<file path="config.mk">
export PLATFORM = sky130hd
export DESIGN_NAME = lsbm_ctrl
export DESIGN_NICKNAME = d
export VERILOG_FILES = /design/src/lsbm_pkg.sv /design/src/lsbm_ctrl.sv
export SDC_FILE = /design/constraint.sdc
export NUM_CORES = 1
export LEC_CHECK = 0
export CAP_MARGIN = 10
export CORE_AREA = 2 2 39 41
export DETAILED_ROUTE_END_ITERATION = 6
export DIE_AREA = 0 0 41 43
export DONT_BUFFER_PORTS = 1
export HOLD_SLACK_MARGIN = 0.1
export RECOVER_POWER = 50
export SYNTH_ARGS = -nofsm -noshare
export SYNTH_HDL_FRONTEND = slang
export SYNTH_SLANG_ARGS = --single-unit
</file>
<file path="constraint.sdc">
create_clock -name clk_i -period 1.9 [get_ports clk_i]
set_input_delay 0.19 -clock clk_i [delete_from_list [all_inputs] [get_ports clk_i]]
set_output_delay 0.19 -clock clk_i [all_outputs]
set_load 0.02 [all_outputs]
</file>
<file path="src/lsbm_pkg.sv">
// lsbm_pkg: shared widths, defaults, codes and control types for the lru slot
// buffer manager (controller, datapath and top level)
// no dependencies
package lsbm_pkg;

  // parameter defaults
  localparam int MAX_JOBS_DEF   = 128;
  localparam int STAMP_BITS_DEF = 32;

  // fixed field widths
  localparam int JOB_W      = 7;
  localparam int STATUS_W   = 3;
  localparam int COUNT_W    = 7;
  localparam int LIMIT_W    = 7;
  localparam int JOBCNT_W   = 8;
  localparam int CFG_IDX_W  = 1;
  localparam int CFG_DATA_W = 8;

  // register reset values
  localparam logic [LIMIT_W-1:0]  BUFFER_LIMIT_RST = LIMIT_W'(3);
  localparam logic [JOBCNT_W-1:0] JOB_COUNT_RST    = JOBCNT_W'(128);

  // register indexes
  localparam logic [CFG_IDX_W-1:0] CFG_BUFFER_LIMIT = 1'b0;
  localparam logic [CFG_IDX_W-1:0] CFG_JOB_COUNT    = 1'b1;

  // request types
  localparam logic REQ_ACCESS  = 1'b0;
  localparam logic REQ_RELEASE = 1'b1;

  // result status codes
  typedef enum logic [STATUS_W-1:0] {
    ST_HIT      = 3'd0,
    ST_LOAD     = 3'd1,
    ST_EVICT    = 3'd2,
    ST_RELEASED = 3'd3,
    ST_IGNORED  = 3'd4,
    ST_RANGE    = 3'd5
  } status_e;

  // controller to datapath
  typedef struct packed {
    logic load;        // capture request beat
    logic scan_init;   // reset scan address and best candidate
    logic scan_issue;  // read stamp at scan address, advance
    logic commit;      // apply state update, present result
  } ctrl_cmd_t;

  // datapath to controller
  typedef struct packed {
    logic need_scan;   // miss with full buffer
    logic scan_last;   // last entry address being issued
  } dp_stat_t;

endpackage

</file>
<file path="src/lsbm_ctrl.sv">
// lsbm_ctrl: request sequencer for the lru slot buffer manager
// depends on lsbm_pkg (ctrl_cmd_t, dp_stat_t)
module lsbm_ctrl (
  input  logic                 clk_i,
  input  logic                 rst_ni,
  input  logic                 start_i,
  input  lsbm_pkg::dp_stat_t   stat_i,
  output lsbm_pkg::ctrl_cmd_t  cmd_o,
  output logic                 busy_o
);

  typedef enum logic [2:0] {
    S_IDLE,
    S_DECIDE,
    S_SCAN,
    S_DRAIN,
    S_COMMIT
  } state_e;

  state_e state_q;
  logic   busy_q;

  // command decode
  always_comb begin
    cmd_o            = '0;
    cmd_o.load       = start_i & ~busy_q;
    cmd_o.scan_init  = (state_q == S_DECIDE);
    cmd_o.scan_issue = (state_q == S_SCAN);
    cmd_o.commit     = (state_q == S_COMMIT);
  end

  // state and busy flag
  always_ff @(posedge clk_i or negedge rst_ni) begin
    if (!rst_ni) begin
      state_q <= S_IDLE;
      busy_q  <= 1'b0;
    end else begin
      case (state_q)
        S_IDLE: begin
          if (start_i) begin
            state_q <= S_DECIDE;
            busy_q  <= 1'b1;
          end
        end
        S_DECIDE: begin
          state_q <= stat_i.need_scan ? S_SCAN : S_COMMIT;
        end
        S_SCAN: begin
          if (stat_i.scan_last) begin
            state_q <= S_DRAIN;
          end
        end
        S_DRAIN: begin
          // last read word is compared this cycle
          state_q <= S_COMMIT;
        end
        S_COMMIT: begin
          state_q <= S_IDLE;
          busy_q  <= 1'b0;
        end
        default: begin
          state_q <= S_IDLE;
          busy_q  <= 1'b0;
        end
      endcase
    end
  end

  assign busy_o = busy_q;

endmodule

</file>
==> results.cfg <==
[yosys]
synth_compound_area_share_pct = 6.536
synthSimpleGateAreaFrac_pct = 33.99
yosysSeqAreaShare_pct = 52.29
ys_ff_latch = 4
async_flop_share_pct = 100.0
synthesis.nets = 22
syn_area_per_cell_um2 = 11.26
synth_edf_count = 0
synth_adder_area_share_pct = 0
synthMuxAreaShare_pct = 5.229
ys_warn_count = 0
synth_xor_area_share_pct = 0
yosysTopAreaCell = dfrtp_1
synth_cell_type_count = 13
synth_cells = 17
syn_area_um2 = 191.4
synth_common_cells = dfrtp_1, nor2b_1
synthTopCellsByArea = dfrtp_1, nor2b_1, nor3b_2
yosysTopAreaCellShare_pct = 52.29
yosysMostFrequentCell = dfrtp_1
synth_ff_type = dfrtp_1
synth_top_family_by_area = simple AND/OR/NAND/NOR gates

[clock_tree]
numCtsBuffers = 3
clk_latency_ns = 0.23
clock-sinks = 4
path_clk_slew_ns = 0.04
cts_tree = done
cts_max_path_buffers = 2
clockRootBuffer = clkbuf_4
cts_setup_buffers = 0
cts.htree.levels = 1

[hold_path]
holdCritPathClass = primary input to flop

[power]
cellPowerDensity_nw_per_um2 = 1596
p_leak_nw = 0.1143
ir_worst_vdd_mv = 0.2840

[grt]
grt_max_degree = 7
grt_use_total_pct = 5.729
grt_pass1_vias = 143
grt_first_pass_wirelength_um = 586
antenna_found_initial = 0
globalRouteOverflowTotal = 0

[detailed_routing]
drtPass1Iterations = 2
avgViaCountPerCell = 3.615
vias = 141
wirelength_um = 389
routedWlPerCell_um = 9.974
drt-initial-drc-count = 3
drc = 0
ant_nets = 0

[place]
dp_cells = 34
hpwlAfterDp_um = 316.1
gp_congestion = 0.5519
portBuffers = 0

[finish]
fin_nets = 30
fillers = 158
diodes = 0
finalNonFillerCells = 39
area_growth_syn_to_layout_pct = 36.60
postLayoutCoreUtil_pct = 18.90
drive_gt1_share_pct = 26.09

[worst_setup_path]
critPathArrivalTime_ns = 1.16
critPathLaunchType = flop
crit_path_end_kind = output pin
worstPathRequired_ns = 1.71
critPathMaxFanout = 5
path_class = flop to output pin

[floorplan]
io_pins = 10
die_area_um2 = 1763
start_util_pct = 13.83
fp.coreArea_um2 = 1384
rows = 14
die_h_um = 43
fp.dieW_um = 41

[timing]
tightest_slew_ns = 0.4496
fmaxAchievable_mhz = 740.6
tns_ns = 0
maxSlewViolCount = 0
period_share_pct = 71.06
skew_ns = 0.002452
post-route-min-period_ns = 1.350
max_slew_margin_pct = 69.89
rsz0062_at_grt = false
setup_viol = 0
finalHoldViolations = 0

[outcome]
outcome = finished clean

[job]
cap_violations = 0
-- path summary, 6_finish.rpt --
check                      slack, ns  depth (start not counted)                    from                endpoint
setup / recovery                0.55                          2  state_q[2]$_DFFE_PN0P_                cmd_o[2]
hold / removal                  0.17                          2                 start_i  state_q[0]$_DFFE_PN0P_
setup reg to reg                0.80                          2  state_q[2]$_DFFE_PN0P_  state_q[1]$_DFFE_PN0P_
hold reg to reg                 0.51                          1  state_q[0]$_DFFE_PN0P_  state_q[0]$_DFFE_PN0P_
max in group asynchronous       1.48                          1                  rst_ni      busy_o$_DFFE_PN0P_
min in group asynchronous       0.24                          1                  rst_ni  state_q[2]$_DFFE_PN0P_
-- cells in the final DEF (no fill, tap or decap), drive strengths merged --
cell	netlist	final
inv	1	1
buf	0	1
or3b	1	1
o21bai	1	1
nor2b	2	2
dlygate4sd3	0	2
nand2b	2	2
dfrtp	4	4
mux2i	1	1
clkbuf	0	3
nor2	1	1
a21oi	1	1
nor3	1	1
nor3b	2	2
-- registers in the layout (all words and copies together), names as in the netlist --
register and cells:
busy_o 1, state_q 3
-- per-layer routing --
metal / GRT usage, % / part of all wire (%) / wire (um)
met5: 0 / 0 / 0
met1: 5.161 / 41 / 160
met4: 8.000 / 0 / 0
met3: 3.665 / 10 / 40
met2: 6.875 / 48 / 188
-- cells by family (layout without fill, tap and decap cells) --
family / count (synthesis) / in the layout
buf+inv: 1 / 7
simple gates: 9 / 9
mux: 1 / 1
flops: 4 / 4
compound gates: 2 / 2
-- cell type report --
class                           count  area (um^2)  area share, %
Sequential cell                     4        100.1          38.28
Timing Repair Buffer                3        27.53          10.53
Clock buffer                        3        22.52          8.612
Multi-Input combinational cell     12        87.58          33.49
Tap cell                           16        20.02          7.655
Inverter                            1        3.754          1.435
-- critical path, stage by stage (launching register included) --
cell and delay [ns]:
dfrtp_1 0.41, nand2b_1 0.19, nor2_1 0.32
-- where the power goes --
part           internal [mW]  switching [mW]
sequential             0.121          0.0556
clock                 0.0706          0.0341
combinational         0.0575          0.0782
total                  0.249           0.168
-- through the flow --
| stage | power (mW) | worst slack, ns | hold slack (ns) | cell area, um^2 |
|---|---|---|---|---|
| floorplan | 0.2810 | 0.7568 | -0.1056 | 191.4 |
| global placement | 0.3110 | 0.7938 | -0.1054 | 219.0 |
| detailed placement | 0.3129 | 0.7886 | -0.1054 | 219.0 |
| CTS | 0.4303 | 0.5284 | 0.1668 | 261.5 |
| global route | 0.4481 | 0.4914 | 0.1712 | 261.5 |
| finish | 0.4173 | 0.5498 | 0.1704 | 261.5 |
-- timing repair --
item                      CTS  global route
hold buffers                2             0
hold endpoints to repair    5             0
gates resized for setup     0             0
(Power assumes the default switching activity.)
