## src/lsbm_pkg.sv

```systemverilog
// lsbm_pkg: shared widths, defaults, codes and control types for the lru slot
// buffer manager (controller, datapath and top level)
// no dependencies
package lsbm_pkg;

  // parameter defaults
  localparam int MAX_JOBS_DEF   = 128;
  localparam int STAMP_BITS_DEF = 32;

  // fixed field widths
  localparam int JOB_W      = 7;
  localparam int STATUS_W   = 3;
  localparam int COUNT_W    = 7;
  localparam int LIMIT_W    = 7;
  localparam int JOBCNT_W   = 8;
  localparam int CFG_IDX_W  = 1;
  localparam int CFG_DATA_W = 8;

  // register reset values
  localparam logic [LIMIT_W-1:0]  BUFFER_LIMIT_RST = LIMIT_W'(3);
  localparam logic [JOBCNT_W-1:0] JOB_COUNT_RST    = JOBCNT_W'(128);

  // register indexes
  localparam logic [CFG_IDX_W-1:0] CFG_BUFFER_LIMIT = 1'b0;
  localparam logic [CFG_IDX_W-1:0] CFG_JOB_COUNT    = 1'b1;

  // request types
  localparam logic REQ_ACCESS  = 1'b0;
  localparam logic REQ_RELEASE = 1'b1;

  // result status codes
  typedef enum logic [STATUS_W-1:0] {
    ST_HIT      = 3'd0,
    ST_LOAD     = 3'd1,
    ST_EVICT    = 3'd2,
    ST_RELEASED = 3'd3,
    ST_IGNORED  = 3'd4,
    ST_RANGE    = 3'd5
  } status_e;

  // controller to datapath
  typedef struct packed {
    logic load;        // capture request beat
    logic scan_init;   // reset scan address and best candidate
    logic scan_issue;  // read stamp at scan address, advance
    logic commit;      // apply state update, present result
  } ctrl_cmd_t;

  // datapath to controller
  typedef struct packed {
    logic need_scan;   // miss with full buffer
    logic scan_last;   // last entry address being issued
  } dp_stat_t;

endpackage

```

## src/lsbm_dp.sv

```systemverilog
// lsbm_dp: datapath of the lru slot buffer manager: config registers, resident
// flags, stamp memory, access counter, eviction scan and result registers
// depends on lsbm_pkg
module lsbm_dp #(
  parameter int MAX_JOBS   = lsbm_pkg::MAX_JOBS_DEF,
  parameter int STAMP_BITS = lsbm_pkg::STAMP_BITS_DEF
) (
  input  logic                                 clk_i,
  input  logic                                 rst_ni,
  input  lsbm_pkg::ctrl_cmd_t                  cmd_i,
  output lsbm_pkg::dp_stat_t                   stat_o,
  input  logic                                 req_type_i,
  input  logic [lsbm_pkg::JOB_W-1:0]           job_index_i,
  input  logic                                 cfg_we_i,
  input  logic [lsbm_pkg::CFG_IDX_W-1:0]       cfg_idx_i,
  input  logic [lsbm_pkg::CFG_DATA_W-1:0]      cfg_data_i,
  output logic                                 done_o,
  output logic [lsbm_pkg::STATUS_W-1:0]        status_o,
  output logic [lsbm_pkg::JOB_W-1:0]           evicted_job_o,
  output logic [lsbm_pkg::COUNT_W-1:0]         resident_count_o
);

  localparam int IDX_W  = (MAX_JOBS > 1) ? $clog2(MAX_JOBS) : 1;
  localparam int LIM_W0 = $clog2(MAX_JOBS + 1);
  localparam int LIM_W  = (LIM_W0 > lsbm_pkg::JOBCNT_W) ? LIM_W0 : lsbm_pkg::JOBCNT_W;

  // config registers
  logic [lsbm_pkg::LIMIT_W-1:0]  limit_q;
  logic [lsbm_pkg::JOBCNT_W-1:0] job_count_q;

  always_ff @(posedge clk_i or negedge rst_ni) begin
    if (!rst_ni) begin
      limit_q     <= lsbm_pkg::BUFFER_LIMIT_RST;
      job_count_q <= lsbm_pkg::JOB_COUNT_RST;
    end else if (cfg_we_i) begin
      case (cfg_idx_i)
        lsbm_pkg::CFG_BUFFER_LIMIT: limit_q     <= cfg_data_i[lsbm_pkg::LIMIT_W-1:0];
        lsbm_pkg::CFG_JOB_COUNT:    job_count_q <= cfg_data_i;
        default: ;
      endcase
    end
  end

  // request beat capture
  logic                       req_q;
  logic [lsbm_pkg::JOB_W-1:0] job_q;

  always_ff @(posedge clk_i) begin
    if (cmd_i.load) begin
      req_q <= req_type_i;
      job_q <= job_index_i;
    end
  end

  // state registers
  logic [MAX_JOBS-1:0]          flags_q, flags_d;
  logic [lsbm_pkg::COUNT_W-1:0] total_q, total_d;
  logic [STAMP_BITS-1:0]        cnt_q, cnt_d, cnt_nxt;
  logic                         done_q;

  // request decode
  logic [LIM_W-1:0] jc_ext, lim;
  logic [IDX_W-1:0] job_idx;
  logic             oor, hit, full;

  assign jc_ext  = LIM_W'(job_count_q);
  assign lim     = (jc_ext > LIM_W'(MAX_JOBS)) ? LIM_W'(MAX_JOBS) : jc_ext;
  assign oor     = (LIM_W'(job_q) >= lim);
  assign job_idx = IDX_W'(job_q);
  assign hit     = flags_q[job_idx];
  assign full    = (total_q >= limit_q) && (total_q != '0);
  assign cnt_nxt = cnt_q + STAMP_BITS'(1);

  assign stat_o.need_scan = ~oor && (req_q == lsbm_pkg::REQ_ACCESS) && ~hit && full;

  // eviction scan: one stamp read per cycle, compared in the cycle after its read
  logic [IDX_W-1:0]      scan_addr_q, rd_idx_q, pos_q;
  logic                  rd_vld_q, found_q;
  logic [STAMP_BITS-1:0] stamp_rd_q, best_q;
  logic                  better;

  assign stat_o.scan_last = (scan_addr_q == IDX_W'(MAX_JOBS - 1));
  assign better = rd_vld_q && flags_q[rd_idx_q] && (!found_q || (stamp_rd_q < best_q));

  always_ff @(posedge clk_i or negedge rst_ni) begin
    if (!rst_ni) begin
      scan_addr_q <= '0;
      rd_vld_q    <= 1'b0;
      found_q     <= 1'b0;
    end else begin
      rd_vld_q <= cmd_i.scan_issue;
      if (cmd_i.scan_init) begin
        scan_addr_q <= '0;
        found_q     <= 1'b0;
      end else begin
        if (cmd_i.scan_issue) begin
          scan_addr_q <= scan_addr_q + IDX_W'(1);
        end
        if (better) begin
          found_q <= 1'b1;
        end
      end
    end
  end

  always_ff @(posedge clk_i) begin
    if (cmd_i.scan_issue) begin
      rd_idx_q <= scan_addr_q;
    end
    if (better) begin
      pos_q  <= rd_idx_q;
      best_q <= stamp_rd_q;
    end
  end

  // stamp memory; a read entry counts only while its job is resident
  logic [STAMP_BITS-1:0] stamp_mem [MAX_JOBS];
  logic                  stamp_we;

  always_ff @(posedge clk_i) begin
    if (stamp_we) begin
      stamp_mem[job_idx] <= cnt_nxt;
    end
    stamp_rd_q <= stamp_mem[scan_addr_q];
  end

  // commit: next state and result
  lsbm_pkg::status_e            status_d, status_q;
  logic [lsbm_pkg::JOB_W-1:0]   evict_d, evict_q;

  always_comb begin
    flags_d  = flags_q;
    total_d  = total_q;
    cnt_d    = cnt_q;
    status_d = lsbm_pkg::ST_HIT;
    evict_d  = '0;
    stamp_we = 1'b0;
    if (oor) begin
      status_d = lsbm_pkg::ST_RANGE;
    end else if (req_q == lsbm_pkg::REQ_RELEASE) begin
      if (hit) begin
        flags_d[job_idx] = 1'b0;
        if (total_q != '0) begin
          total_d = total_q - lsbm_pkg::COUNT_W'(1);
        end
        status_d = lsbm_pkg::ST_RELEASED;
      end else begin
        status_d = lsbm_pkg::ST_IGNORED;
      end
    end else begin
      stamp_we = cmd_i.commit;
      cnt_d    = cnt_nxt;
      if (hit) begin
        status_d = lsbm_pkg::ST_HIT;
      end else begin
        // victim cleared first, requested job is never the victim
        if (full && found_q) begin
          flags_d[pos_q] = 1'b0;
          status_d       = lsbm_pkg::ST_EVICT;
          evict_d        = lsbm_pkg::JOB_W'(pos_q);
        end else begin
          total_d  = total_q + lsbm_pkg::COUNT_W'(1);
          status_d = lsbm_pkg::ST_LOAD;
        end
        flags_d[job_idx] = 1'b1;
      end
    end
  end

  always_ff @(posedge clk_i or negedge rst_ni) begin
    if (!rst_ni) begin
      flags_q <= '0;
      total_q <= '0;
      cnt_q   <= '0;
      done_q  <= 1'b0;
    end else begin
      done_q <= cmd_i.commit;
      if (cmd_i.commit) begin
        flags_q <= flags_d;
        total_q <= total_d;
        cnt_q   <= cnt_d;
      end
    end
  end

  // result registers
  always_ff @(posedge clk_i) begin
    if (cmd_i.commit) begin
      status_q <= status_d;
      evict_q  <= evict_d;
    end
  end

  assign done_o           = done_q;
  assign status_o         = status_q;
  assign evicted_job_o    = evict_q;
  assign resident_count_o = total_q;

endmodule

```

## config.mk

```make
export PLATFORM = sky130hd
export DESIGN_NAME = lsbm_dp
export DESIGN_NICKNAME = d
export VERILOG_FILES = /design/src/lsbm_pkg.sv /design/src/lsbm_dp.sv
export SDC_FILE = /design/constraint.sdc
export NUM_CORES = 2
export LEC_CHECK = 0
export BUFFER_PORTS_ARGS = -buffer_cell sky130_fd_sc_hd__clkbuf_2
export CORE_ASPECT_RATIO = 2
export CORE_UTILIZATION = 50
export DETAILED_ROUTE_END_ITERATION = 7
export PLACE_DENSITY_LB_ADDON = 0.3
export SYNTH_ARGS = -nofsm -noshare
export SYNTH_HDL_FRONTEND = slang
export SYNTH_SLANG_ARGS = --single-unit
export TNS_END_PERCENT = 1
```

## constraint.sdc

```tcl
create_clock -name clk_i -period 10.6 [get_ports clk_i]
set_input_delay 1.59 -clock clk_i [delete_from_list [all_inputs] [get_ports clk_i]]
set_output_delay 1.59 -clock clk_i [all_outputs]
set_load 0.05 [all_outputs]
```

==> impl_metrics.env <==
export IMPL_htree_levels=5
export IMPL_nNetsFinal=7829
export IMPL_setup_violations=0
export IMPL_maxSlewHeadroom_pct=9.47
export IMPL_cp_max_fo=43
export IMPL_total_power_uw=35200
export IMPL_cp_data_arrival_time_ns=4.36
export IMPL_cts_setup_buffers=0
export IMPL_root_buffer="clkbuf_16"
export IMPL_fmaxAchievable_ghz=0.168
export IMPL_grt_first_pass_wirelength_um=619000
export IMPL_syn_num_nets=7573
export IMPL_worst_setup_path_end_kind="primary output"
export IMPL_wl_per_cell_um=34.8
export IMPL_period_needed_ns=5.95
export IMPL_crit_end="stat_o[1]"
export IMPL_wl_met1_um=145000
export IMPL_start_kind="register"
export IMPL_reg2reg_to="flags_q[110]$_DFFE_PN0P_"
export IMPL_final_max_slew_viol_count=0
export IMPL_routed_wl_um=434000
export IMPL_rrSetupSlack_ns=4.94
export IMPL_detail_route_antenna_nets=0
export IMPL_track_usage_pct=25.2
export IMPL_ir_drop_v=0.000126
export IMPL_r2r_start="job_idx[2]$_DFFE_PP_"
export IMPL_place_congestion=0.909
export IMPL_clk_pin_slew_ns=0.07
export IMPL_nFillCells=24400
export IMPL_required_ns=9.01
export IMPL_clockBufferDepth=4
export IMPL_drtPass1Iterations=6
export IMPL_maxCapViolCount=0
export IMPL_dieArea_um2=345000
export IMPL_worst_slew_pin_slew_ns=1.35
export IMPL_worstHoldPathCells=0
export IMPL_yosysWarnings=0
export IMPL_dpl_cell_area_um2=179000
export IMPL_cts_inserted_buffers=355
export IMPL_ctsHoldBuffers=0
export IMPL_finalSetupTns_ns=0
export IMPL_routed_top_layer="met5"
export IMPL_finalCritPeriodShare_pct=56.1
export IMPL_port_buffers=43
export IMPL_power_leakage_uw=0.0642
export IMPL_hold_viol=0
export IMPL_synth_area_top_cells="edfxtp_1, mux4_2, dfrtp_1, o21ai_0, clkbuf_1"
export IMPL_route_met3_wl_um=23100
export IMPL_rsz0062_at_grt="false"
export IMPL_met2WireLength_um=245000
export IMPL_antenna_found_initial=17
export IMPL_fp_dieW_um=416
export IMPL_finalInstanceArea_um2=190000
export IMPL_cts_sinks=4384
export IMPL_drt_iter0_drc=8172
export IMPL_yosys_area_top_type_share_pct=72.9
export IMPL_insertion_delay_ns=0.93
export IMPL_cts_tree="built"
export IMPL_yosysSeqAreaShare_pct=76.1
export IMPL_cts_resized=0
export IMPL_syn_area_um2=171000
export IMPL_drive_gt1_share_pct=30.7
export IMPL_skew_ns=0.0490
export IMPL_ios=44
export IMPL_start_util_pct=50.3
export IMPL_syn_inst=7495
export IMPL_grt_start_max_net_pins=170
export IMPL_p_per_area_nw_per_um2=185
export IMPL_synth_distinct_cells=62
export IMPL_overflow=0
export IMPL_hold_ws_ns=0.433
export IMPL_worstRegToRegCells=13
export IMPL_die_h_um=830
export IMPL_hold_class="reg2reg"
export IMPL_synth_area_per_cell_um2=22.9
export IMPL_ys_async_sr_fraction_pct=4.38
export IMPL_criticalPathCategory="reg2out"
export IMPL_core_rowCount=303
export IMPL_grt_pass1_vias=84400
export IMPL_synth_edf_count=4160
export IMPL_core_um2=340000
export IMPL_via_per_inst=6.46
export IMPL_worstSetupStartpoint="job_idx[0]$_DFFE_PP_"
export IMPL_synth_seq_cells=4384
export IMPL_area_growth_pct=11.1
export IMPL_drc=0
export IMPL_status="finished clean"
export IMPL_place_hpwl_um=266000
export IMPL_vias=80500
export IMPL_synth_area_leader_cell="edfxtp_1"
export IMPL_ys_flop_type="edfxtp_1"
[per-layer routing]
metal  global-route usage, %  vias up
met5                       0        -
met4                    10.5       12
met3                    3.05      893
met2                    47.7     3166
met1                    28.5    44100
li1                        -    32300
[placed cells by master, fill, tap and decap left out, types with 55 or more instances in the layout]
cell type	netlist	routed
clkinv_1	0	55
inv_1	62	61
clkinv_2	0	59
nor2_4	0	105
nand2_1	179	179
mux4_2	1387	1387
edfxtp_1	4160	4160
o21ai_0	229	229
clkbuf_16	0	366
buf_4	13	256
dfrtp_1	189	182
clkbuf_1	254	62
nor2_1	186	79
a21boi_0	93	93
[stage by stage]
step,setup slack (ns),cells,util [%]
finish,4.65,12500,55.9
global route,4.47,12400,55.9
CTS,4.57,12400,55.9
detailed placement,4.99,11800,52.6
global placement,5.06,11800,52.6
floorplan,3.91,7495,-
[sequential cells by signal, summed over array words and instances, names as in the netlist, 8 cells and up]
signal and count:
flags_q 128, stamp_mem 4096, best_q 32, cnt_q 32, stamp_rd_q 32, jc_ext 8
[critical path, stage by stage, from the launching register on]
cell and delay [ns]:
edfxtp_1 0.38, buf_4 0.29, inv_1 0.51, nor2_1 0.25
buf_4 0.27, a22oi_1 0.21, a31oi_1 0.11, a311oi_1 0.35
and4b_1 0.48, and3_1 0.26, clkbuf_2 0.29
[worst min-delay path by stage]
stage                                startpoint                  end  slack [ns]
after global placement    stamp_rd_q[0]$_DFF_P_  best_q[0]$_DFFE_PP_        0.41
after global routing      stamp_rd_q[7]$_DFF_P_  best_q[7]$_DFFE_PP_        0.46
after floorplan           stamp_rd_q[0]$_DFF_P_  best_q[0]$_DFFE_PP_        0.40
final                     stamp_rd_q[7]$_DFF_P_  best_q[7]$_DFFE_PP_        0.43
after CTS                 stamp_rd_q[7]$_DFF_P_  best_q[7]$_DFFE_PP_        0.43
after detailed placement  stamp_rd_q[0]$_DFF_P_  best_q[0]$_DFFE_PP_        0.43
[layout make-up]
cell class / instances / area (um^2) / share of cell area [%]
flip-flops and latches: 4384 / 130000 / 68.5
multi-input cells: 2635 / 40400 / 21.2
clock buffers: 435 / 9490 / 4.98
well taps: 4422 / 5530 / 2.91
repair buffers: 313 / 2430 / 1.27
clock inverters: 196 / 1910 / 1.00
inverters: 62 / 234 / 0.123
diodes: 7 / 17.5 / 0.00920
[Yosys cell counts, drive strengths merged (17+ instances only)]
cell,number
clkbuf,254
mux4,1387
nor3,46
nand2b,17
edfxtp,4160
nor2,186
mux2,52
xor2,31
nand2,179
dfxtp,32
nand3,27
dfrtp,189
buf,160
a21boi,93
xnor2,39
ha,53
a22oi,48
inv,62
a21oi,42
o21ai,237
o31ai,24
[where the power goes]
| part | switching (uW) | internal (uW) |
|---|---|---|
| Combinational | 1600 | 725 |
| Clock | 6110 | 7180 |
| Sequential | 124 | 19400 |
| Total | 7830 | 27300 |
[kinds of logic after synthesis]
kind of cell    count (synthesis)  synth area share [%]
flops                        4384                  76.1
mux                          1448                  18.6
compound gates                546                  2.04
simple gates                  517                  1.33
buf+inv                       476                  1.15
xor+xnor                       70                 0.358
fa+ha+maj                      54                 0.399
No activity file was read; power rests on OpenSTA's default activity.
